===== src/sv/stc_pkg.sv =====
// Shared constants, types and byte-class functions for the source lexer.
// No dependencies; used by every RTL file except the request interface.
`timescale 1ns / 1ps

package stc_pkg;

   localparam int KIND_BITS = 6;
   localparam int MODE_BITS = 4;

   // Lexer modes; codes above M_HEX decode as start
   localparam logic [MODE_BITS-1:0] M_START = 4'd0;
   localparam logic [MODE_BITS-1:0] M_LT    = 4'd1;
   localparam logic [MODE_BITS-1:0] M_GT    = 4'd2;
   localparam logic [MODE_BITS-1:0] M_EQ    = 4'd3;
   localparam logic [MODE_BITS-1:0] M_NOT   = 4'd4;
   localparam logic [MODE_BITS-1:0] M_AND   = 4'd5;
   localparam logic [MODE_BITS-1:0] M_OR    = 4'd6;
   localparam logic [MODE_BITS-1:0] M_MINUS = 4'd7;
   localparam logic [MODE_BITS-1:0] M_INT   = 4'd8;
   localparam logic [MODE_BITS-1:0] M_IDENT = 4'd9;
   localparam logic [MODE_BITS-1:0] M_STR   = 4'd10;
   localparam logic [MODE_BITS-1:0] M_HEX   = 4'd11;

   // Token kinds
   localparam logic [KIND_BITS-1:0] K_EOF    = 6'd0;
   localparam logic [KIND_BITS-1:0] K_WS     = 6'd1;
   localparam logic [KIND_BITS-1:0] K_NL     = 6'd2;
   localparam logic [KIND_BITS-1:0] K_LPAR   = 6'd3;
   localparam logic [KIND_BITS-1:0] K_RPAR   = 6'd4;
   localparam logic [KIND_BITS-1:0] K_LBRK   = 6'd5;
   localparam logic [KIND_BITS-1:0] K_RBRK   = 6'd6;
   localparam logic [KIND_BITS-1:0] K_LBRC   = 6'd7;
   localparam logic [KIND_BITS-1:0] K_RBRC   = 6'd8;
   localparam logic [KIND_BITS-1:0] K_SEMI   = 6'd9;
   localparam logic [KIND_BITS-1:0] K_COMMA  = 6'd10;
   localparam logic [KIND_BITS-1:0] K_PLUS   = 6'd11;
   localparam logic [KIND_BITS-1:0] K_MINUS  = 6'd12;
   localparam logic [KIND_BITS-1:0] K_STAR   = 6'd13;
   localparam logic [KIND_BITS-1:0] K_SLASH  = 6'd14;
   localparam logic [KIND_BITS-1:0] K_PCT    = 6'd15;
   localparam logic [KIND_BITS-1:0] K_CARET  = 6'd16;
   localparam logic [KIND_BITS-1:0] K_LT     = 6'd17;
   localparam logic [KIND_BITS-1:0] K_LE     = 6'd18;
   localparam logic [KIND_BITS-1:0] K_GT     = 6'd19;
   localparam logic [KIND_BITS-1:0] K_GE     = 6'd20;
   localparam logic [KIND_BITS-1:0] K_ASSIGN = 6'd21;
   localparam logic [KIND_BITS-1:0] K_EQEQ   = 6'd22;
   localparam logic [KIND_BITS-1:0] K_BANG   = 6'd23;
   localparam logic [KIND_BITS-1:0] K_NE     = 6'd24;
   localparam logic [KIND_BITS-1:0] K_ANDAND = 6'd25;
   localparam logic [KIND_BITS-1:0] K_OROR   = 6'd26;
   localparam logic [KIND_BITS-1:0] K_INT    = 6'd27;
   localparam logic [KIND_BITS-1:0] K_IDENT  = 6'd28;
   localparam logic [KIND_BITS-1:0] K_DSTR   = 6'd29;
   localparam logic [KIND_BITS-1:0] K_SSTR   = 6'd30;
   localparam logic [KIND_BITS-1:0] K_ERR    = 6'd31;
   localparam logic [KIND_BITS-1:0] K_UNTERM = 6'd32;

   // Source bytes with special meaning
   localparam logic [7:0] CH_TAB    = 8'h09;
   localparam logic [7:0] CH_NL     = 8'h0A;
   localparam logic [7:0] CH_SPACE  = 8'h20;
   localparam logic [7:0] CH_BANG   = 8'h21;
   localparam logic [7:0] CH_DQUOTE = 8'h22;
   localparam logic [7:0] CH_AMP    = 8'h26;
   localparam logic [7:0] CH_SQUOTE = 8'h27;
   localparam logic [7:0] CH_MINUS  = 8'h2D;
   localparam logic [7:0] CH_LT     = 8'h3C;
   localparam logic [7:0] CH_EQ     = 8'h3D;
   localparam logic [7:0] CH_GT     = 8'h3E;
   localparam logic [7:0] CH_BSLASH = 8'h5C;
   localparam logic [7:0] CH_UNDER  = 8'h5F;
   localparam logic [7:0] CH_X      = 8'h78;
   localparam logic [7:0] CH_BAR    = 8'h7C;

   // Token write enables from the lexer core to the token queue
   typedef struct packed {
      logic tok0_en;
      logic tok1_en;
   } stc_push_type;

   function automatic logic is_digit(input logic [7:0] c);
      return (c >= 8'h30) && (c <= 8'h39);
   endfunction

   function automatic logic is_alpha(input logic [7:0] c);
      return ((c >= 8'h61) && (c <= 8'h7A)) || ((c >= 8'h41) && (c <= 8'h5A));
   endfunction

   function automatic logic is_ident_start(input logic [7:0] c);
      return is_alpha(c) || (c == CH_UNDER);
   endfunction

   function automatic logic is_ident_rest(input logic [7:0] c);
      return is_ident_start(c) || is_digit(c);
   endfunction

   function automatic logic is_hex(input logic [7:0] c);
      return is_digit(c) || ((c >= 8'h61) && (c <= 8'h66)) ||
             ((c >= 8'h41) && (c <= 8'h46));
   endfunction

   // Second byte that completes a pending operator
   function automatic logic [7:0] pend_second(input logic [MODE_BITS-1:0] m);
      logic [7:0] r;
      case (m)
         M_AND:   r = CH_AMP;
         M_OR:    r = CH_BAR;
         default: r = CH_EQ;
      endcase
      return r;
   endfunction

   // Kind of a completed two-byte operator
   function automatic logic [KIND_BITS-1:0] pend_two(input logic [MODE_BITS-1:0] m);
      logic [KIND_BITS-1:0] r;
      case (m)
         M_LT:    r = K_LE;
         M_GT:    r = K_GE;
         M_EQ:    r = K_EQEQ;
         M_NOT:   r = K_NE;
         M_AND:   r = K_ANDAND;
         M_OR:    r = K_OROR;
         default: r = K_ERR;
      endcase
      return r;
   endfunction

   // Kind of a pending operator that stands alone
   function automatic logic [KIND_BITS-1:0] pend_one(input logic [MODE_BITS-1:0] m);
      logic [KIND_BITS-1:0] r;
      case (m)
         M_LT:    r = K_LT;
         M_GT:    r = K_GT;
         M_EQ:    r = K_ASSIGN;
         M_NOT:   r = K_BANG;
         default: r = K_ERR;
      endcase
      return r;
   endfunction

   // Single-byte punctuation; anything else is an error byte
   function automatic logic [KIND_BITS-1:0] single_kind(input logic [7:0] c);
      logic [KIND_BITS-1:0] r;
      case (c)
         8'h28:   r = K_LPAR;
         8'h29:   r = K_RPAR;
         8'h5B:   r = K_LBRK;
         8'h5D:   r = K_RBRK;
         8'h7B:   r = K_LBRC;
         8'h7D:   r = K_RBRC;
         8'h3B:   r = K_SEMI;
         8'h2C:   r = K_COMMA;
         8'h2B:   r = K_PLUS;
         8'h2A:   r = K_STAR;
         8'h2F:   r = K_SLASH;
         8'h25:   r = K_PCT;
         8'h5E:   r = K_CARET;
         default: r = K_ERR;
      endcase
      return r;
   endfunction

endpackage


===== src/sv/stc_req_if.sv =====
// Request channel of the source lexer: one source byte or end marker.
// No dependencies.
`timescale 1ns / 1ps

interface stc_req_if;
   logic       valid;
   logic       ready;
   logic [7:0] ch;
   logic       end_of_text;

   modport source (output valid, output ch, output end_of_text, input ready);
   modport sink   (input valid, input ch, input end_of_text, output ready);
endinterface


===== src/sv/stc_rsp_if.sv =====
// Response channel of the source lexer: one token per transfer.
// Depends on stc_pkg for the kind width.
`timescale 1ns / 1ps

interface stc_rsp_if #(
   parameter int POS_BITS = 16,
   parameter int LEN_BITS = 12
);
   logic                          valid;
   logic                          ready;
   logic [stc_pkg::KIND_BITS-1:0] token_kind;
   logic [POS_BITS-1:0]           token_line;
   logic [POS_BITS-1:0]           token_column;
   logic [LEN_BITS-1:0]           token_length;
   logic                          last_of_run;

   modport source (output valid, output token_kind, output token_line,
                   output token_column, output token_length, output last_of_run,
                   input ready);
   modport sink   (input valid, input token_kind, input token_line,
                   input token_column, input token_length, input last_of_run,
                   output ready);
endinterface


===== src/sv/stc_token_fifo.sv =====
// Four-entry token queue between the lexer core and the response port.
// Takes up to two tokens a cycle, gives one while the reader is ready. Depends on stc_pkg.
`timescale 1ns / 1ps

module stc_token_fifo #(
   parameter int WIDTH = 51
) (
   input  logic                  clock,
   input  logic                  reset,
   input  stc_pkg::stc_push_type push,
   input  logic [WIDTH-1:0]      tok0,
   input  logic [WIDTH-1:0]      tok1,
   output logic                  room,
   output logic                  out_valid,
   input  logic                  out_ready,
   output logic [WIDTH-1:0]      out_data
);
   import stc_pkg::*;

   localparam int DEPTH    = 4;
   localparam int PTR_BITS = $clog2(DEPTH);
   localparam int CNT_BITS = PTR_BITS + 1;

   logic [WIDTH-1:0]    entry_ff [DEPTH];
   logic [PTR_BITS-1:0] head_ff, head_in;
   logic [PTR_BITS-1:0] tail_ff, tail_in;
   logic [CNT_BITS-1:0] count_ff, count_in;
   logic [PTR_BITS-1:0] tail_next;
   logic [CNT_BITS-1:0] n_push;
   logic                pop;

   assign pop       = out_valid && out_ready;
   assign out_valid = (count_ff != '0);
   assign out_data  = entry_ff[head_ff];
   // room for a worst-case pair of tokens
   assign room      = (count_ff <= CNT_BITS'(DEPTH - 2));
   assign tail_next = tail_ff + PTR_BITS'(1);
   assign n_push    = CNT_BITS'(push.tok0_en) + CNT_BITS'(push.tok1_en);

   // advance pointers and occupancy
   always_comb begin
      head_in  = pop ? head_ff + PTR_BITS'(1) : head_ff;
      tail_in  = tail_ff + PTR_BITS'(n_push);
      count_in = count_ff + n_push - CNT_BITS'(pop);
   end

   always_ff @(posedge clock) begin
      if (reset) begin
         head_ff  <= '0;
         tail_ff  <= '0;
         count_ff <= '0;
      end else begin
         head_ff  <= head_in;
         tail_ff  <= tail_in;
         count_ff <= count_in;
      end
   end

   // store tokens in arrival order
   always_ff @(posedge clock) begin
      if (push.tok0_en) begin
         entry_ff[tail_ff] <= tok0;
      end
      if (push.tok1_en) begin
         entry_ff[tail_next] <= tok1;
      end
   end

endmodule


===== src/sv/stc_lexer.sv =====
// Lexer core: state registers and the single-pass token decision.
// A byte that no pending token takes is lexed from start. Depends on stc_pkg.
`timescale 1ns / 1ps

module stc_lexer #(
   parameter int POS_BITS = 16,
   parameter int LEN_BITS = 12,
   parameter int TOK_BITS = stc_pkg::KIND_BITS + 2 * POS_BITS + LEN_BITS + 1
) (
   input  logic                  clock,
   input  logic                  reset,
   input  logic                  item_fire,
   input  logic [7:0]            item_ch,
   input  logic                  item_eot,
   output stc_pkg::stc_push_type push,
   output logic [TOK_BITS-1:0]   tok0,
   output logic [TOK_BITS-1:0]   tok1
);
   import stc_pkg::*;

   localparam logic [POS_BITS-1:0] POS_ONE = POS_BITS'(1);
   localparam logic [POS_BITS-1:0] POS_MAX = {POS_BITS{1'b1}};
   localparam logic [LEN_BITS-1:0] LEN_ONE = LEN_BITS'(1);
   localparam logic [LEN_BITS-1:0] LEN_TWO = LEN_BITS'(2);
   localparam logic [LEN_BITS-1:0] LEN_MAX = {LEN_BITS{1'b1}};

   logic [MODE_BITS-1:0] mode_ff, mode_in;
   logic                 esc_ff, esc_in;
   logic [1:0]           hex_ff, hex_in;
   logic                 dbl_ff, dbl_in;
   logic [POS_BITS-1:0]  line_ff, line_in;
   logic [POS_BITS-1:0]  col_ff, col_in;
   logic [POS_BITS-1:0]  scol_ff, scol_in;
   logic [LEN_BITS-1:0]  len_ff, len_in;

   logic [MODE_BITS-1:0] mode_eff;
   logic [LEN_BITS-1:0]  len_p1;
   logic [1:0]           hex_p1;
   logic [7:0]           quote;
   logic                 str_path;
   logic                 go_start;
   logic                 a_emit, b_emit;
   logic [KIND_BITS-1:0] a_kind, b_kind;
   logic [LEN_BITS-1:0]  a_len, b_len;
   logic [TOK_BITS-1:0]  tok_a, tok_b;

   assign mode_eff = (mode_ff > M_HEX) ? M_START : mode_ff;
   assign len_p1   = (len_ff == LEN_MAX) ? len_ff : len_ff + LEN_ONE;
   assign hex_p1   = hex_ff + 2'd1;
   assign quote    = dbl_ff ? CH_DQUOTE : CH_SQUOTE;

   // decide tokens and next lexer state for the held byte
   always_comb begin
      mode_in  = mode_ff;
      esc_in   = esc_ff;
      hex_in   = hex_ff;
      dbl_in   = dbl_ff;
      scol_in  = scol_ff;
      len_in   = len_ff;
      str_path = 1'b0;
      go_start = 1'b0;
      a_emit   = 1'b0;
      a_kind   = K_ERR;
      a_len    = LEN_ONE;
      b_emit   = 1'b0;
      b_kind   = K_ERR;
      b_len    = LEN_ONE;

      // finish or extend the pending token
      case (mode_eff)
         M_LT, M_GT, M_EQ, M_NOT, M_AND, M_OR: begin
            a_emit = 1'b1;
            if (!item_eot && (item_ch == pend_second(mode_eff))) begin
               a_kind  = pend_two(mode_eff);
               a_len   = LEN_TWO;
               mode_in = M_START;
            end else begin
               a_kind   = pend_one(mode_eff);
               go_start = 1'b1;
            end
         end
         M_MINUS: begin
            if (!item_eot && is_digit(item_ch)) begin
               mode_in = M_INT;
               len_in  = len_p1;
            end else begin
               a_emit   = 1'b1;
               a_kind   = K_MINUS;
               go_start = 1'b1;
            end
         end
         M_INT, M_IDENT: begin
            if (!item_eot && ((mode_eff == M_INT) ? is_digit(item_ch)
                                                  : is_ident_rest(item_ch))) begin
               len_in = len_p1;
            end else begin
               a_emit   = 1'b1;
               a_kind   = (mode_eff == M_INT) ? K_INT : K_IDENT;
               a_len    = len_ff;
               go_start = 1'b1;
            end
         end
         M_STR: begin
            str_path = 1'b1;
         end
         M_HEX: begin
            if (!item_eot && is_hex(item_ch)) begin
               len_in = len_p1;
               hex_in = hex_p1;
               if (hex_p1 >= 2'd2) begin
                  mode_in = M_STR;
               end
            end else begin
               // cut-short escape: the byte is lexed as part of the string
               str_path = 1'b1;
            end
         end
         default: begin
            go_start = 1'b1;
         end
      endcase

      // string body, closing quote and unterminated string
      if (str_path) begin
         mode_in = M_STR;
         if (item_eot || ((item_ch == CH_NL) && !esc_ff)) begin
            a_emit   = 1'b1;
            a_kind   = K_UNTERM;
            a_len    = len_ff;
            esc_in   = 1'b0;
            go_start = 1'b1;
         end else begin
            len_in = len_p1;
            if (esc_ff) begin
               if (item_ch == CH_X) begin
                  mode_in = M_HEX;
                  hex_in  = 2'd0;
               end
               esc_in = 1'b0;
            end else if (item_ch == CH_BSLASH) begin
               esc_in = 1'b1;
            end else if (item_ch == quote) begin
               a_emit  = 1'b1;
               a_kind  = dbl_ff ? K_DSTR : K_SSTR;
               a_len   = len_p1;
               mode_in = M_START;
            end
         end
      end

      // lex the byte from start
      if (go_start) begin
         mode_in = M_START;
         scol_in = col_ff;
         len_in  = '0;
         if (item_eot) begin
            b_emit = 1'b1;
            b_kind = K_EOF;
            b_len  = '0;
         end else if ((item_ch == CH_SPACE) || (item_ch == CH_TAB)) begin
            b_emit = 1'b1;
            b_kind = K_WS;
         end else if (item_ch == CH_NL) begin
            b_emit = 1'b1;
            b_kind = K_NL;
         end else if (item_ch == CH_LT) begin
            mode_in = M_LT;
         end else if (item_ch == CH_GT) begin
            mode_in = M_GT;
         end else if (item_ch == CH_EQ) begin
            mode_in = M_EQ;
         end else if (item_ch == CH_BANG) begin
            mode_in = M_NOT;
         end else if (item_ch == CH_AMP) begin
            mode_in = M_AND;
         end else if (item_ch == CH_BAR) begin
            mode_in = M_OR;
         end else if (item_ch == CH_MINUS) begin
            mode_in = M_MINUS;
            len_in  = LEN_ONE;
         end else if ((item_ch == CH_DQUOTE) || (item_ch == CH_SQUOTE)) begin
            mode_in = M_STR;
            dbl_in  = (item_ch == CH_DQUOTE);
            esc_in  = 1'b0;
            len_in  = LEN_ONE;
         end else if (is_digit(item_ch)) begin
            mode_in = M_INT;
            len_in  = LEN_ONE;
         end else if (is_ident_start(item_ch)) begin
            mode_in = M_IDENT;
            len_in  = LEN_ONE;
         end else begin
            b_emit = 1'b1;
            b_kind = single_kind(item_ch);
         end
      end
   end

   // advance position once per byte, saturating
   always_comb begin
      line_in = line_ff;
      col_in  = col_ff;
      if (item_ch == CH_NL) begin
         line_in = (line_ff == POS_MAX) ? line_ff : line_ff + POS_ONE;
         col_in  = POS_ONE;
      end else begin
         col_in = (col_ff == POS_MAX) ? col_ff : col_ff + POS_ONE;
      end
   end

   // pack tokens; the pending token carries the held start column
   assign tok_a = {a_kind, line_ff, scol_ff, a_len, !b_emit};
   assign tok_b = {b_kind, line_ff, col_ff, b_len, 1'b1};

   always_comb begin
      push.tok0_en = item_fire && (a_emit || b_emit);
      push.tok1_en = item_fire && a_emit && b_emit;
      tok0         = a_emit ? tok_a : tok_b;
      tok1         = tok_b;
   end

   // state update; end of text always ends in eof and a fresh start
   always_ff @(posedge clock) begin
      if (reset || (item_fire && item_eot)) begin
         mode_ff <= M_START;
         esc_ff  <= 1'b0;
         hex_ff  <= 2'd0;
         dbl_ff  <= 1'b0;
         line_ff <= POS_ONE;
         col_ff  <= POS_ONE;
         scol_ff <= POS_ONE;
         len_ff  <= '0;
      end else if (item_fire) begin
         mode_ff <= mode_in;
         esc_ff  <= esc_in;
         hex_ff  <= hex_in;
         dbl_ff  <= dbl_in;
         line_ff <= line_in;
         col_ff  <= col_in;
         scol_ff <= scol_in;
         len_ff  <= len_in;
      end
   end

endmodule


===== src/sv/source_lexer_token_classifier_unit.sv =====
// Source lexer top level. A taken request waits in the input register until the
// token queue has room for two tokens; its tokens then go into the queue, whose
// head drives the response port. Throughput: one request per cycle while the queue
// has room; a request that completes two tokens yields two response transfers.
// Reset (synchronous, active high) returns the lexer to start, line and column 1,
// and empties the input register and the token queue.
`timescale 1ns / 1ps

module source_lexer_token_classifier_unit #(
   parameter int POS_BITS = 16,
   parameter int LEN_BITS = 12
) (
   input logic   clock,
   input logic   reset,
   stc_req_if.sink   req_bus,
   stc_rsp_if.source rsp_bus
);
   import stc_pkg::*;

   localparam int TOK_BITS = KIND_BITS + 2 * POS_BITS + LEN_BITS + 1;

   logic                hold_valid_ff, hold_valid_in;
   logic [7:0]          hold_ch_ff, hold_ch_in;
   logic                hold_eot_ff, hold_eot_in;
   logic                fire;
   logic                room;
   stc_push_type        push;
   logic [TOK_BITS-1:0] tok0, tok1, head_tok;

   // process the held request when the queue can take two tokens
   assign fire          = hold_valid_ff && room;
   assign req_bus.ready = !hold_valid_ff || fire;

   // capture a request, drop the held one once processed
   always_comb begin
      hold_valid_in = hold_valid_ff;
      hold_ch_in    = hold_ch_ff;
      hold_eot_in   = hold_eot_ff;
      if (req_bus.ready) begin
         hold_valid_in = req_bus.valid;
         hold_ch_in    = req_bus.ch;
         hold_eot_in   = req_bus.end_of_text;
      end
   end

   always_ff @(posedge clock) begin
      if (reset) begin
         hold_valid_ff <= 1'b0;
      end else begin
         hold_valid_ff <= hold_valid_in;
      end
      hold_ch_ff  <= hold_ch_in;
      hold_eot_ff <= hold_eot_in;
   end

   stc_lexer #(
      .POS_BITS (POS_BITS),
      .LEN_BITS (LEN_BITS),
      .TOK_BITS (TOK_BITS)
   ) u_lexer (
      .clock     (clock),
      .reset     (reset),
      .item_fire (fire),
      .item_ch   (hold_ch_ff),
      .item_eot  (hold_eot_ff),
      .push      (push),
      .tok0      (tok0),
      .tok1      (tok1)
   );

   stc_token_fifo #(
      .WIDTH (TOK_BITS)
   ) u_fifo (
      .clock     (clock),
      .reset     (reset),
      .push      (push),
      .tok0      (tok0),
      .tok1      (tok1),
      .room      (room),
      .out_valid (rsp_bus.valid),
      .out_ready (rsp_bus.ready),
      .out_data  (head_tok)
   );

   // unpack the head token onto the response port
   assign rsp_bus.token_kind   = head_tok[TOK_BITS-1 -: KIND_BITS];
   assign rsp_bus.token_line   = head_tok[2*POS_BITS+LEN_BITS -: POS_BITS];
   assign rsp_bus.token_column = head_tok[POS_BITS+LEN_BITS -: POS_BITS];
   assign rsp_bus.token_length = head_tok[LEN_BITS -: LEN_BITS];
   assign rsp_bus.last_of_run  = head_tok[0];

endmodule


===== src/flat_wrapper.sv =====
// flat-port wrapper written by rule: the top's interface ports become plain ports
module source_lexer_token_classifier_unit_flat import stc_pkg::*;
#(
   parameter int POS_BITS = 16,
   parameter int LEN_BITS = 12
)
  (clock, reset, req_bus_valid, req_bus_ch, req_bus_end_of_text, req_bus_ready, rsp_bus_valid, rsp_bus_token_kind, rsp_bus_token_line, rsp_bus_token_column, rsp_bus_token_length, rsp_bus_last_of_run, rsp_bus_ready);
  stc_req_if req_bus_i ();
  stc_rsp_if #(.POS_BITS(POS_BITS), .LEN_BITS(LEN_BITS)) rsp_bus_i ();
  input logic clock;
  input logic reset;
  input wire logic [$bits(req_bus_i.valid)-1:0] req_bus_valid;
  input wire logic [$bits(req_bus_i.ch)-1:0] req_bus_ch;
  input wire logic [$bits(req_bus_i.end_of_text)-1:0] req_bus_end_of_text;
  output wire logic [$bits(req_bus_i.ready)-1:0] req_bus_ready;
  output wire logic [$bits(rsp_bus_i.valid)-1:0] rsp_bus_valid;
  output wire logic [$bits(rsp_bus_i.token_kind)-1:0] rsp_bus_token_kind;
  output wire logic [$bits(rsp_bus_i.token_line)-1:0] rsp_bus_token_line;
  output wire logic [$bits(rsp_bus_i.token_column)-1:0] rsp_bus_token_column;
  output wire logic [$bits(rsp_bus_i.token_length)-1:0] rsp_bus_token_length;
  output wire logic [$bits(rsp_bus_i.last_of_run)-1:0] rsp_bus_last_of_run;
  input wire logic [$bits(rsp_bus_i.ready)-1:0] rsp_bus_ready;
  assign req_bus_i.valid = req_bus_valid;
  assign req_bus_i.ch = req_bus_ch;
  assign req_bus_i.end_of_text = req_bus_end_of_text;
  assign req_bus_ready = req_bus_i.ready;
  assign rsp_bus_valid = rsp_bus_i.valid;
  assign rsp_bus_token_kind = rsp_bus_i.token_kind;
  assign rsp_bus_token_line = rsp_bus_i.token_line;
  assign rsp_bus_token_column = rsp_bus_i.token_column;
  assign rsp_bus_token_length = rsp_bus_i.token_length;
  assign rsp_bus_last_of_run = rsp_bus_i.last_of_run;
  assign rsp_bus_i.ready = rsp_bus_ready;
  source_lexer_token_classifier_unit #(.POS_BITS(POS_BITS), .LEN_BITS(LEN_BITS)) u_core (.clock(clock), .reset(reset), .req_bus(req_bus_i), .rsp_bus(rsp_bus_i));
endmodule

===== config.mk =====
export PLATFORM = sky130hd
export DESIGN_NAME = source_lexer_token_classifier_unit_flat
export DESIGN_NICKNAME = d
export VERILOG_FILES = /design/src/sv/stc_pkg.sv /design/src/sv/stc_req_if.sv /design/src/sv/stc_rsp_if.sv /design/src/sv/stc_token_fifo.sv /design/src/sv/stc_lexer.sv /design/src/sv/source_lexer_token_classifier_unit.sv /design/src/flat_wrapper.sv
export SDC_FILE = /design/constraint.sdc
export NUM_CORES = 1
export LEC_CHECK = 0
export BUFFER_PORTS_ARGS = -buffer_cell sky130_fd_sc_hd__clkbuf_2
export CORE_ASPECT_RATIO = 1.1
export CORE_MARGIN = 2
export CORE_UTILIZATION = 60
export CTS_CLUSTER_SIZE = 28
export DETAILED_ROUTE_END_ITERATION = 10
export HOLD_SLACK_MARGIN = 0.06
export PLACE_DENSITY = 0.75
export RECOVER_POWER = 25
export SKIP_LAST_GASP = 1
export SLEW_MARGIN = 10
export SYNTH_ARGS = -nofsm -noshare
export SYNTH_HDL_FRONTEND = slang
export SYNTH_SLANG_ARGS = --single-unit

===== constraint.sdc =====
create_clock -name clock -period 4.5 [get_ports clock]
set_input_delay 0.675 -clock clock [delete_from_list [all_inputs] [get_ports clock]]
set_output_delay 0.675 -clock clock [all_outputs]
set_load 0.02 [all_outputs]

**Word level (Yosys, flattened, before mapping)**

Memories as Yosys holds them, arrays and structs flattened. A register that Yosys moved wholly into a read port is not among the register bits.
Index checks and enable logic that the tools add are counted.

- Bits in registers: 85
- Word-level logic and storage cells: 285
- Input bits: 13
- Memories: 1
- Output and inout port bits: 53
- Bits in writable memories: 204

- Equal/unequal tests: 49
- Add/subtract/negate cells: 10
- Order comparisons: 11
- Multiplexer cells: 148
- Bitwise operators: 11
- Reduce and logical (&&, ||, !) cells: 41

Memory list:

| name | words | width | read ports | clocked after Yosys merged registers in | write ports | line | text |
|---|---|---|---|---|---|---|---|
| u_core.u_fifo.entry_ff | 4 | 51 | 1 | 1 | 2 | stc_token_fifo.sv:24 | `logic [WIDTH-1:0] entry_ff [DEPTH];` |

Operators by type and width:

| kind | number |
|---|---|
| 12-bit 2-to-1 mux | 13 |
| 8-bit by 6-bit equality test with 1-bit output (second input constant) | 17 |
| 4-bit 2-to-1 mux | 24 |
| 5-bit 2-to-1 mux | 15 |
| 8-bit by 7-bit equality test with 1-bit output (second input constant) | 9 |
| 5-bit case mux with 13 select lines | 1 |
| 1-bit 2-to-1 mux | 62 |
| 51-bit 2-to-1 mux | 1 |
| 6-bit 2-to-1 mux | 6 |
| 12-bit case mux with 3 select lines | 1 |
| 16-bit by 1-bit adder with 16-bit output (second input constant) | 2 |
| 16-bit equality test (second input constant) | 2 |
| 8-bit by 7-bit less-or-equal comparator with 1-bit output (second input constant) | 4 |
| 16-bit 2-to-1 mux | 2 |
| 12-bit case mux with 2 select lines | 1 |
| 4-bit case mux with 6 select lines | 1 |
| 2-bit 2-to-1 mux | 10 |
| 6-bit case mux with 3 select lines | 1 |
| 4-bit by 3-bit equality test with 1-bit output (second input constant) | 4 |
| 4-bit equality test (second input constant) | 4 |
| 8-bit by 4-bit equality test with 1-bit output (second input constant) | 2 |
| 8-bit by 7-bit >= comparator with 1-bit output (second input constant) | 2 |
| 1-bit logical AND | 16 |
| 4-bit inequality test (second input constant) | 4 |
| other kinds (36) | 66 |

**Logic depth before layout (Yosys ltp)**

Gate-level depths: netlist (run 1).

- Depth in word-level cells: 23
- Depth in mapped cells: 19
- Depth with buffers taken out: 17

**Cells and area by module**

From an unflattened synthesis (run 1), not the netlist that was laid out.

- Cells, all modules: 1291
- Area, all modules: 16264.3 um2

By module, submodules not included:

| module | area each (um2) | cells an instance | instances | sequential area each (um2) |
|---|---|---|---|---|
| stc_token_fifo | 10281.1 | 543 | 1 | 6306.0 |
| stc_lexer | 5659.2 | 734 | 1 | 1361.3 |
| source_lexer_token_classifier_unit | 324.1 | 14 | 1 | 290.3 |

**Worst setup path after synthesis (run 1)**

Ideal clock, no wire load.

- Kind: reg-to-reg
- Start: reg u_core.hold_ch_ff[6]
- End: reg u_core.u_fifo.count_ff[2]
- Cell stages (with the launch flop): 18
- Setup time: 0.128 ns
- Path slack: 0.640 ns
- Buffers on the path: 2
- Required time: 4.372 ns
- Arrival: 3.732 ns
- Period minus slack after synthesis: 3.860 ns
- Path through: edfxtp_1 -> or4b_1 -> buf_4 -> or3_4 -> o211ai_2 -> o31ai_2 -> o21ai_4 -> buf_2 -> a21oi_1 -> ha_1 -> inv_1 -> ha_1 -> inv_1 -> ha_1 -> fa_1 -> xor2_1 -> xnor2_1 -> nor2_1

- Longest elaborated chain between the ends: 23
- Elaborated cells on any way between the ends: 78
- Classes of those cells: 3 x add/sub; 8 x order compare; 16 x eq/ne; 29 x mux; 22 x reduce/logical

RTL lines:

| item | line | text |
|---|---|---|
| from (decl) | source_lexer_token_classifier_unit.sv:23 | `logic [7:0] hold_ch_ff, hold_ch_in;` |
| from (signal assigned) | source_lexer_token_classifier_unit.sv:52 | `hold_ch_ff <= hold_ch_in;` |
| 8-bit by 7-bit >= comparator with 1-bit output, or another cell as far along | stc_pkg.sv:87, stc_pkg.sv:99 |  |
| 1-bit logical AND | stc_pkg.sv:87 | `return ((c >= 8'h61) && (c <= 8'h7A)) \|\| ((c >= 8'h41) && (c <= 8'h5A));` |
| 1-bit logical OR | stc_pkg.sv:87 |  |
| 1-bit logical OR | stc_pkg.sv:91 | `return is_alpha(c) \|\| (c == CH_UNDER);` |
| 1-bit 2-to-1 mux | stc_lexer.sv:189 | `end else if (is_ident_start(item_ch)) begin` |
| 1-bit 2-to-1 mux | stc_lexer.sv:186 | `end else if (is_digit(item_ch)) begin` |
| 1-bit 2-to-1 mux | stc_lexer.sv:181 | `end else if ((item_ch == CH_DQUOTE) \|\| (item_ch == CH_SQUOTE)) begin` |
| 1-bit 2-to-1 mux | stc_lexer.sv:178 | `end else if (item_ch == CH_MINUS) begin` |
| [7 not listed] | -- |  |
| 1-bit 2-to-1 mux | stc_lexer.sv:160 | `end else if ((item_ch == CH_SPACE) \|\| (item_ch == CH_TAB)) begin` |
| 1-bit 2-to-1 mux | stc_lexer.sv:156 | `if (item_eot) begin` |
| 1-bit 2-to-1 mux | stc_lexer.sv:152 | `if (go_start) begin` |
| 1-bit logical OR | stc_lexer.sv:216 | `push.tok0_en = item_fire && (a_emit \|\| b_emit);` |
| 1-bit logical AND | stc_lexer.sv:216 |  |
| 1-bit by 1-bit adder with 2-bit output (*) | stc_token_fifo.sv:38 | `assign n_push = CNT_BITS'(push.tok0_en) + CNT_BITS'(push.tok1_en);` |
| 3-bit by 2-bit adder with 3-bit output (*) | stc_token_fifo.sv:44 | `count_in = count_ff + n_push - CNT_BITS'(pop);` |
| 3-bit by 1-bit subtractor with 3-bit output (*) | stc_token_fifo.sv:44 |  |
| to (signal assigned) | stc_token_fifo.sv:55 | `count_ff <= count_in;` |
| to (decl) | stc_token_fifo.sv:27 | `logic [CNT_BITS-1:0] count_ff, count_in;` |

Every way passes the cells marked *; elsewhere a longest branch is shown, timed or not.
A chain may end at the register's enable or synchronous reset.

==> results.sh, run 1 <==
export IMPL_worst_pin_slew_ns=1.29
export IMPL_synthDistinctLibCells=90
export IMPL_hpwl_mm=25.4
export IMPL_cpPeakStageDelay_ns=0.78
export IMPL_core_area_um2=24500
export IMPL_skew_ns=0.0170
export IMPL_synth_edf_count=161
export IMPL_synthSimpleGateAreaFrac_pct=17.2
export IMPL_drv_slew=0
export IMPL_crit_type="reg -> reg"
export IMPL_final_min_clock_period_ns=4.13
export IMPL_synthAdderAreaFrac_pct=1.13
export IMPL_worstPathMaxFanout=45
export IMPL_slowest_stage="o21ai_0"
export IMPL_gp_congestion=0.953
export IMPL_grt_max_degree=56
export IMPL_synth_compound_area_share_pct=14.6
export IMPL_wl_met2_mm=18.9
export IMPL_cts_root_buffer="clkbuf_16"
export IMPL_antennaDiodeCount=0
export IMPL_synth_seq_area_share_pct=49.5
export IMPL_synth_top_family_by_area="simple AND/OR/NAND/NOR gates"
export IMPL_rsz0062_at_grt="no"
export IMPL_antenna_found_initial=1
export IMPL_maxSlewHeadroom_pct=11.9
export IMPL_fmax_ghz=0.242
export IMPL_ys_seq_elements=291
export IMPL_cts_tree="done"
export IMPL_syn_instance_count=1380
export IMPL_powerDensity_nw_per_um2=480
export IMPL_wire_per_inst_um=21.5
export IMPL_dp_cells=1710
export IMPL_numCtsBuffers=28
export IMPL_holdBufCountCts=0
export IMPL_clk_latency_ns=0.55
export IMPL_yosys_warnings=0
export IMPL_setup_ws_ns=0.366
export IMPL_stdcell_area_um2=16700
export IMPL_synth_area_top_cells="edfxtp_1 32%, dfxtp_1 17%, mux4_2 7.6%"
export IMPL_hp_class="in -> reg"
export IMPL_cts_htree_levels=1
export IMPL_nets=1456
export IMPL_setup_tns_ns=0
export IMPL_yosysTopAreaCell="edfxtp_1"
export IMPL_drive_above_1_share_pct=14.5
export IMPL_dpl_cell_area_um2=15800
export IMPL_met3_length_mm=2.53
export IMPL_finalSetupViolCount=0
export IMPL_ios=66
export IMPL_start_util_pct=61.2
export IMPL_hold_viol_final=0
export IMPL_die_w_um=155
export IMPL_portBuffers=65
export IMPL_post_route_period_util_pct=91.9
export IMPL_clock_sinks=291
export IMPL_syn_area_um2=15000
export IMPL_path_clk_slew_ns=0.07
export IMPL_crit_required_ns=4.72
export IMPL_antenna_left=0
export IMPL_wl_mm=37.9
export IMPL_finalPower_mw=8.00
export IMPL_outcome="complete, no violations"
export IMPL_wl_met1_mm=15.3
export IMPL_die_y_um=170
export IMPL_clk_path_buf_depth=3
export IMPL_cp_arrival_ns=4.35
export IMPL_rows=60
export IMPL_yosys_most_used_dff="edfxtp_1"
export IMPL_drt_iter0_markers=972
export IMPL_viasPerCell=6.39
export IMPL_netlist_area_leader_share_pct=32.2
export IMPL_globalRouteOverflowTotal=0
export IMPL_synthMuxAreaShare_pct=11.5
export IMPL_postCtsSetupRepairBufs=0
export IMPL_avgSynthCellArea_um2=10.9
export IMPL_fin_util_pct=67.9
export IMPL_power_leakage_nw=6.05
export IMPL_instances_no_fill=1762
export IMPL_area_growth_syn_to_layout_pct=10.9
export IMPL_syn_nets=1406
export IMPL_grt_usage_pct=28.6
export IMPL_synth_xor_xnor_area_share_pct=2.33
export IMPL_max_cap_viol_count=0
export IMPL_hold_slack_ns=0.300
export IMPL_dr_total_vias=11300
export IMPL_drc=0
export IMPL_cp_start_kind="flip-flop"
export IMPL_vdd_drop_max_mv=0.331
export IMPL_place_ws_ns=0.413
export IMPL_top_layer_used="met5"
export IMPL_endpoint_kind="flip-flop"
export IMPL_cts_resized_gates=0
export IMPL_grt_pass1_vias=11000
export IMPL_grt_pass1_wl_mm=59.3
export IMPL_async_reset_ff_share_pct=0
export IMPL_die_area_um2=26300
export IMPL_dr_pass1_iters=5
export IMPL_worstPathCellList="buf_4 -> or3b_2 -> a2111oi_1 -> nor2_1 -> o211a_2 -> buf_4 -> nor2_4 -> nor2_1 -> o21ai_0 -> buf_12"
[sequential cells by signal, indices dropped and copies added (netlist names), named ones only]
signal and flops:
u_core.hold_eot_ff 1, u_core.u_fifo.count_ff 3, u_core.hold_valid_ff 1, u_core.u_lexer.dbl_ff 1, u_core.u_lexer.len_ff 12, u_core.u_lexer.scol_ff 16
u_core.u_lexer.line_ff 16, u_core.u_lexer.hex_ff 2, u_core.u_lexer.mode_ff 4, u_core.u_fifo.tail_ff 2, u_core.u_lexer.esc_ff 1, u_core.u_fifo.entry_ff 204
u_core.u_fifo.head_ff 2, u_core.hold_ch_ff 8, u_core.u_lexer.col_ff 16
[worst max-delay path: cells and delay by family (launching register included)]
family          cells  cell delay [ns]
buf+inv             3             0.78
simple gates        4             0.85
flops               1             0.56
compound gates      3             1.58
[layout by cell type, fill, tap and decap left out, drive strengths merged, types with 51 or more instances in the layout]
cell and n:
and2 71, mux4 51, a21oi 75, clkbuf 106, buf 52, dfxtp 130
edfxtp 161, a22o 69, nand2 101, nor2 159, mux2i 57
[power breakdown]
group	internal (mW)	leakage, nW	total [mW]	switching [mW]
clock network	1.52	0.490	2.51	0.992
logic	0.821	2.96	2.21	1.39
registers	3.06	2.60	3.28	0.219
[cell families after synthesis]
| family | after synthesis |
|---|---|
| AOI/OAI and AO/OA | 302 |
| xor gates and xnor gates | 40 |
| adders and majority gates | 13 |
| buffers and inverters | 122 |
| DFF | 291 |
| muxes | 109 |
| and+or+nand+nor | 503 |
[worst paths after layout]
path,from,endpoint,slack (ns),depth (start not counted)
max,u_core.hold_ch_ff[0],u_core.u_fifo.entry_ff[2][44],0.37,10
min,req_bus_ch[0],u_core.hold_ch_ff[0],0.30,1
max reg2reg,u_core.hold_ch_ff[0],u_core.u_fifo.entry_ff[2][44],0.37,10
min reg2reg,u_core.u_fifo.entry_ff[2][2],u_core.u_fifo.entry_ff[2][2],0.45,2
[cells in the mapped netlist (6+ instances only)]
| cell | number |
|---|---|
| nand4_1 | 17 |
| nor3_1 | 25 |
| a21oi_1 | 75 |
| nor2_1 | 153 |
| a22o_1 | 69 |
| a211oi_1 | 12 |
| nor2b_1 | 15 |
| nor4_1 | 9 |
| buf_2 | 25 |
| edfxtp_1 | 161 |
| buf_4 | 6 |
| mux2i_1 | 57 |
| and3_1 | 9 |
| clkbuf_1 | 56 |
| dfxtp_1 | 130 |
| or3_1 | 8 |
| nand2_1 | 100 |
| nand2b_1 | 7 |
| o21ai_0 | 35 |
| and2_1 | 71 |
| buf_1 | 10 |
| o22ai_1 | 23 |
| xnor2_1 | 14 |
| ha_1 | 12 |
| a21o_1 | 7 |
| a31oi_1 | 13 |
| o32ai_1 | 6 |
| xor2_1 | 26 |
| inv_1 | 20 |
| nand3_1 | 33 |
| mux4_2 | 51 |
[per-layer routing]
metal  GRT usage [%]  vias to the layer above
met5               0                        -
met4            11.0                        2
met3            3.69                       96
met2            49.9                      458
met1            36.6                     5437
li1                -                     5270
[layout make-up]
| class | count | area, um^2 |
|---|---|---|
| fill | 1818 | 7880 |
| sequential | 291 | 7440 |
| multi-input combinational | 967 | 7050 |
| clock buffer | 36 | 782 |
| timing repair buffer | 122 | 723 |
| tap | 310 | 388 |
| clock inverter | 16 | 213 |
| inverter | 20 | 75.1 |
Note: power is estimated with default switching activity, not from simulation.
==> run 2, diff against run 1 <==
ABC_CLOCK_PERIOD_IN_PS = 4500   (was not set)
CELL_PAD_IN_SITES_DETAIL_PLACEMENT = 2   (was not set)
CELL_PAD_IN_SITES_GLOBAL_PLACEMENT = 2   (was not set)
CORE_UTILIZATION = 42   (was 60)
PLACE_DENSITY = 0.77   (was 0.75)
==> run 2 against run 1 <==
Critical endpoint is now u_core.u_fifo.count_ff[2]. Largest cell class unchanged. Final area is 2.9% higher. Clock-buffer cell count is 11 higher. Critical path type unchanged. Largest power group unchanged. Sequential share of layout area is 1.3 points lower. Sequential power hardly changed.
==> results.sh, run 2 (synthesis results as in run 1) <==
export IMPL_outcome="complete, no violations"
export IMPL_hp_class="in -> reg"
export IMPL_nets=1467
export IMPL_drt_iter0_markers=704
export IMPL_p_int_mw=5.70
export IMPL_die_w_um=184
export IMPL_crit_required_ns=4.93
export IMPL_fmax_ghz=0.236
export IMPL_clk_path_buf_depth=3
export IMPL_power_leakage_nw=6.18
export IMPL_worst_pin_slew_ns=1.38
export IMPL_portBuffers=65
export IMPL_die_y_um=202
export IMPL_ff2ff_setup_slack_ns=0.27
export IMPL_area_growth_syn_to_layout_pct=14.2
export IMPL_powerDensity_nw_per_um2=504
export IMPL_antenna_left=0
export IMPL_switchingPower_mw=2.95
export IMPL_regMostFlops="u_core.u_fifo.entry_ff"
export IMPL_cts_resized_gates=0
export IMPL_fin_util_pct=48.7
export IMPL_cpPeakStageDelay_ns=0.56
export IMPL_clk_latency_ns=0.55
export IMPL_numCtsBuffers=35
export IMPL_dpl_cell_area_um2=16000
export IMPL_core_area_um2=35200
export IMPL_power_frac_comb_pct=27.1
export IMPL_cts_tree="done"
export IMPL_min_to="u_core.hold_ch_ff[4]"
export IMPL_post_route_period_util_pct=94.1
export IMPL_hold_depth=1
export IMPL_largest_reg_flops=204
export IMPL_crit_top_cell="ha_1"
export IMPL_drv_slew=0
export IMPL_dr_pass1_iters=4
export IMPL_cp_arrival_ns=4.66
export IMPL_antenna_found_initial=1
export IMPL_swShare_pct=34.1
export IMPL_fillers=3570
export IMPL_endpoint_kind="flip-flop"
export IMPL_max_cap_viol_count=0
export IMPL_wl_mm=50.3
export IMPL_holdBufCountCts=0
export IMPL_final_min_clock_period_ns=4.23
export IMPL_final_common_cell="edfxtp_1"
export IMPL_grt_pass1_wl_mm=78.3
export IMPL_setup_tns_ns=0
export IMPL_p_seq_share_pct=38.2
export IMPL_rsz0062_at_grt="no"
export IMPL_finalSetupViolCount=0
export IMPL_dr_total_vias=11800
export IMPL_vdd_drop_max_mv=0.314
export IMPL_rows=72
export IMPL_die_area_um2=37300
export IMPL_hpwl_mm=33.1
export IMPL_skew_ns=0.0292
export IMPL_grt_usage_pct=27.5
export IMPL_worstReg2RegStart="u_core.hold_ch_ff[2]"
export IMPL_viasPerCell=6.04
export IMPL_slowest_stage="edfxtp_1"
export IMPL_maxSlewHeadroom_pct=8.27
export IMPL_stdcell_area_um2=17200
export IMPL_crit_type="reg -> reg"
export IMPL_reg2reg_depth=15
export IMPL_cp_start_kind="flip-flop"
export IMPL_clock_power_share_pct=34.7
export IMPL_cts_htree_levels=2
export IMPL_wire_per_inst_um=25.8
export IMPL_clock_sinks=291
export IMPL_ios=66
export IMPL_grt_max_degree=56
export IMPL_path_clk_slew_ns=0.06
export IMPL_drive_above_1_share_pct=15.3
export IMPL_min_from="req_bus_ch[4]"
export IMPL_worstPathMaxFanout=13
export IMPL_hold_viol_final=0
export IMPL_antennaDiodeCount=0
export IMPL_gp_congestion=0.905
export IMPL_drc=0
export IMPL_start_util_pct=42.7
export IMPL_final_cell_mix="161 x edfxtp_1, 153 x nor2_1, 128 x dfxtp_1"
export IMPL_globalRouteOverflowTotal=0
export IMPL_rr_endpoint="u_core.u_fifo.count_ff[2]"
export IMPL_worstPathCellList="buf_4 -> o21ai_0 -> nand3_1 -> a21boi_0 -> o211a_4 -> a21oi_1 -> ha_1 -> inv_1 -> ha_1 -> inv_1 -> ha_1 -> fa_1 -> xor2_1 -> xnor2_1 -> nor2_1"
export IMPL_postCtsSetupRepairBufs=0
export IMPL_cts_root_buffer="clkbuf_16"
export IMPL_grt_pass1_vias=12900
-- run 2: cell types whose count changed in the layout (fill, tap and decap cells not counted), moves of 3 or more --
cell / before / now
clkbuf_16: 29 / 36
buf_4: 48 / 51
clkbuf_1: 58 / 61
clkbuf_8: 3 / 6
clkinv_2: 6 / 3
-- run 2: area by class of cell --
cell class / count / area, um^2 / share of cell area (%)
clock buffer: 47 / 1000 / 5.84
inverter: 20 / 75.1 / 0.437
multi-input combinational: 967 / 7080 / 41.2
sequential: 291 / 7440 / 43.4
clock inverter: 17 / 233 / 1.36
tap: 481 / 602 / 3.51
timing repair buffer: 126 / 733 / 4.27
-- run 2: power by group through the flow --
stage,registers (mW),clock network [mW],logic (mW)
global route,3.35,3.15,2.50
global placement,3.33,0,2.29
floorplan,3.17,0,1.69
finish,3.31,3.00,2.34
detailed placement,3.36,0,2.36
CTS,3.32,3.05,2.39
-- run 2: routing by layer --
layer	global-route usage, %	share of wire, %
met1	35.1	43
met2	47.0	50
met3	3.91	4.2
met4	10.4	3.3
met5	0	0
-- run 2: per-stage QoR --
step	worst slack (ns)	hold slack, ns	instances	power (mW)
finish	0.266	0.302	1949	8.65
global route	0.0249	0.292	1949	9.00
CTS	0.171	0.284	1949	8.76
detailed placement	0.184	0.450	1885	5.72
global placement	0.431	0.442	1885	5.62
floorplan	0.640	0.433	1380	4.87
-- run 2: worst max-delay path by stage --
stage                                endpoint            startpoint  depth (start not counted)
global placement    u_core.u_fifo.count_ff[2]  u_core.hold_ch_ff[2]                         15
global route        u_core.u_fifo.count_ff[2]  u_core.hold_ch_ff[2]                         17
detailed placement  u_core.u_fifo.count_ff[2]  u_core.hold_ch_ff[2]                         15
finish              u_core.u_fifo.count_ff[2]  u_core.hold_ch_ff[2]                         15
floorplan           u_core.u_fifo.count_ff[2]  u_core.hold_ch_ff[6]                         17
CTS                 u_core.u_fifo.count_ff[2]  u_core.hold_ch_ff[6]                         14
-- run 2: critical path, delay by kind of cell (launching register included) --
kind            cells  cell delay, ns
buf+inv             3            0.36
compound gates      4            1.34
xor+xnor            2            0.32
simple gates        2            0.33
flops               1            0.56
fa+ha+maj           4            1.21
==> run 3, diff against run 2 <==
PLACE_DENSITY = 0.86   (was 0.77)
==> run 3 against run 2 <==
Clock power shrank 7.7%. Largest cell class unchanged. Largest power group unchanged. Critical endpoint unchanged. Critical path type unchanged. Cell count shrank 0.31%. Clock-buffer cell count shrank 11. First-iteration DRC count grew 60%.
==> results.sh, run 3 (synthesis results as in run 1) <==
export IMPL_outcome="complete, no violations"
export IMPL_ios=66
export IMPL_final_common_cell="edfxtp_1"
export IMPL_cp_arrival_ns=4.80
export IMPL_grt_pass1_vias=13600
export IMPL_ff2ff_setup_slack_ns=0.18
export IMPL_crit_type="reg -> reg"
export IMPL_endpoint_kind="flip-flop"
export IMPL_die_y_um=202
export IMPL_fmax_ghz=0.232
export IMPL_worstPathMaxFanout=11
export IMPL_powerDensity_nw_per_um2=505
export IMPL_clock_sinks=291
export IMPL_drive_above_1_share_pct=15.4
export IMPL_worstSetupStartpoint="u_core.hold_ch_ff[2]"
export IMPL_fin_util_pct=48.1
export IMPL_dr_total_vias=12500
export IMPL_worst_pin_slew_ns=1.18
export IMPL_drc=0
export IMPL_path_clk_slew_ns=0.07
export IMPL_hp_class="in -> reg"
export IMPL_antenna_found_initial=0
export IMPL_largest_reg_flops=204
export IMPL_power_leakage_nw=6.09
export IMPL_max_cap_viol_count=0
export IMPL_globalRouteOverflowTotal=0
export IMPL_hpwl_mm=36.3
export IMPL_antenna_left=0
export IMPL_cts_root_buffer="clkbuf_16"
export IMPL_maxSlewHeadroom_pct=21.3
export IMPL_antennaDiodeCount=0
export IMPL_cts_htree_levels=1
export IMPL_worstReg2RegStart="u_core.hold_ch_ff[2]"
export IMPL_crit_required_ns=4.98
export IMPL_rsz0062_at_grt="no"
export IMPL_gp_congestion=0.880
export IMPL_viasPerCell=6.45
export IMPL_drt_iter0_markers=1125
export IMPL_hold_viol_final=0
export IMPL_finalPower_mw=8.57
export IMPL_portBuffers=65
export IMPL_finalSetupViolCount=0
export IMPL_setup_tns_ns=0
export IMPL_skew_ns=0.0150
export IMPL_wl_mm=59.7
export IMPL_rr_endpoint="u_core.u_fifo.count_ff[2]"
export IMPL_area_growth_syn_to_layout_pct=12.9
export IMPL_grt_max_degree=55
export IMPL_die_area_um2=37300
export IMPL_die_w_um=184
export IMPL_wire_per_inst_um=30.7
export IMPL_vdd_drop_max_mv=0.314
export IMPL_cts_tree="done"
export IMPL_dr_pass1_iters=5
export IMPL_final_min_clock_period_ns=4.32
export IMPL_hold_slack_ns=0.244
export IMPL_grt_pass1_wl_mm=90.6
export IMPL_numCtsBuffers=31
export IMPL_rows=72
export IMPL_critPathCapture="u_core.u_fifo.count_ff[2]"
export IMPL_reg2reg_depth=16
export IMPL_final_cell_mix="161 x edfxtp_1, 154 x nor2_1, 128 x dfxtp_1"
export IMPL_post_route_period_util_pct=95.9
export IMPL_clk_path_buf_depth=3
export IMPL_start_util_pct=42.7
export IMPL_instances_no_fill=1943
export IMPL_drv_slew=0
export IMPL_nets=1463
export IMPL_regMostFlops="u_core.u_fifo.entry_ff"
export IMPL_dp_cells=1881
export IMPL_grt_usage_pct=32.2
export IMPL_clk_latency_ns=0.61
export IMPL_core_area_um2=35200
export IMPL_cp_start_kind="flip-flop"
-- run 3: cell count changes in the layout (fill, tap and decap cells not counted), moves of 2 or more --
cell	previous run	this run
clkinv_2	3	9
clkbuf_16	36	31
clkinv_8	2	0
clkinvlp_4	1	3
clkbuf_1	61	59
clkbuf_8	6	2
-- run 3: where the power goes --
part	internal (mW)	switching [mW]	total [mW]
Sequential	3.07	0.260	3.33
Clock	1.54	1.23	2.77
Combinational	0.815	1.66	2.47
-- run 3: critical path, stage by stage (launching register included) --
cell and delay, ns:
edfxtp_1 0.60, buf_4 0.25, and4b_1 0.20, a211oi_1 0.06, nor4b_1 0.75, o31ai_2 0.23
o21ai_4 0.12, a21oi_1 0.12, ha_1 0.39, inv_1 0.10, ha_1 0.33, inv_1 0.05
ha_1 0.20, fa_1 0.37, xor2_1 0.20, xnor2_1 0.15, nor2_1 0.08
-- run 3: layer usage --
| metal | GRT usage [%] | share of wire, % | vias up |
|---|---|---|---|
| met3 | 4.40 | 5.9 | 154 |
| met5 | 0 | 0 | - |
| met2 | 57.0 | 51 | 569 |
| met1 | 39.7 | 39 | 6543 |
| li1 | - | - | 5276 |
| met4 | 12.2 | 4.1 | 0 |
-- run 3: layout make-up --
| type | count | area [um^2] |
|---|---|---|
| Fill cell | 3551 | 18300 |
| Sequential cell | 291 | 7440 |
| Multi-Input combinational cell | 967 | 7070 |
| Clock buffer | 36 | 815 |
| Timing Repair Buffer | 126 | 718 |
| Tap cell | 481 | 602 |
| Clock inverter | 22 | 241 |
| Inverter | 20 | 75.1 |
-- run 3: worst min-delay path by stage --
| stage | start | endpoint | cells past startpoint |
|---|---|---|---|
| final | req_bus_ch[2] | u_core.hold_ch_ff[2] | 1 |
| after global routing | req_bus_ch[4] | u_core.hold_ch_ff[4] | 1 |
| after CTS | req_bus_ch[2] | u_core.hold_ch_ff[2] | 1 |
| after detailed placement | u_core.u_fifo.entry_ff[2][10] | u_core.u_fifo.entry_ff[2][10] | 2 |
| after global placement | u_core.u_fifo.entry_ff[2][7] | u_core.u_fifo.entry_ff[2][7] | 2 |
| after floorplan | u_core.u_fifo.entry_ff[2][10] | u_core.u_fifo.entry_ff[2][10] | 2 |
-- run 3: timing repair --
item,in CTS,in global routing
setup buffers,1,3
endpoints found under the setup margin,1,2
gates resized for setup,1,4
hold buffers,0,0
-- run 3: stage by stage --
step | area (um^2) | setup WS (ns)
final | 17000 | 0.185
after global routing | 17000 | 0.0193
after CTS | 17000 | 0.0445
after detailed placement | 16000 | 0.188
after global placement | 16000 | 0.408
after floorplan | 15000 | 0.640
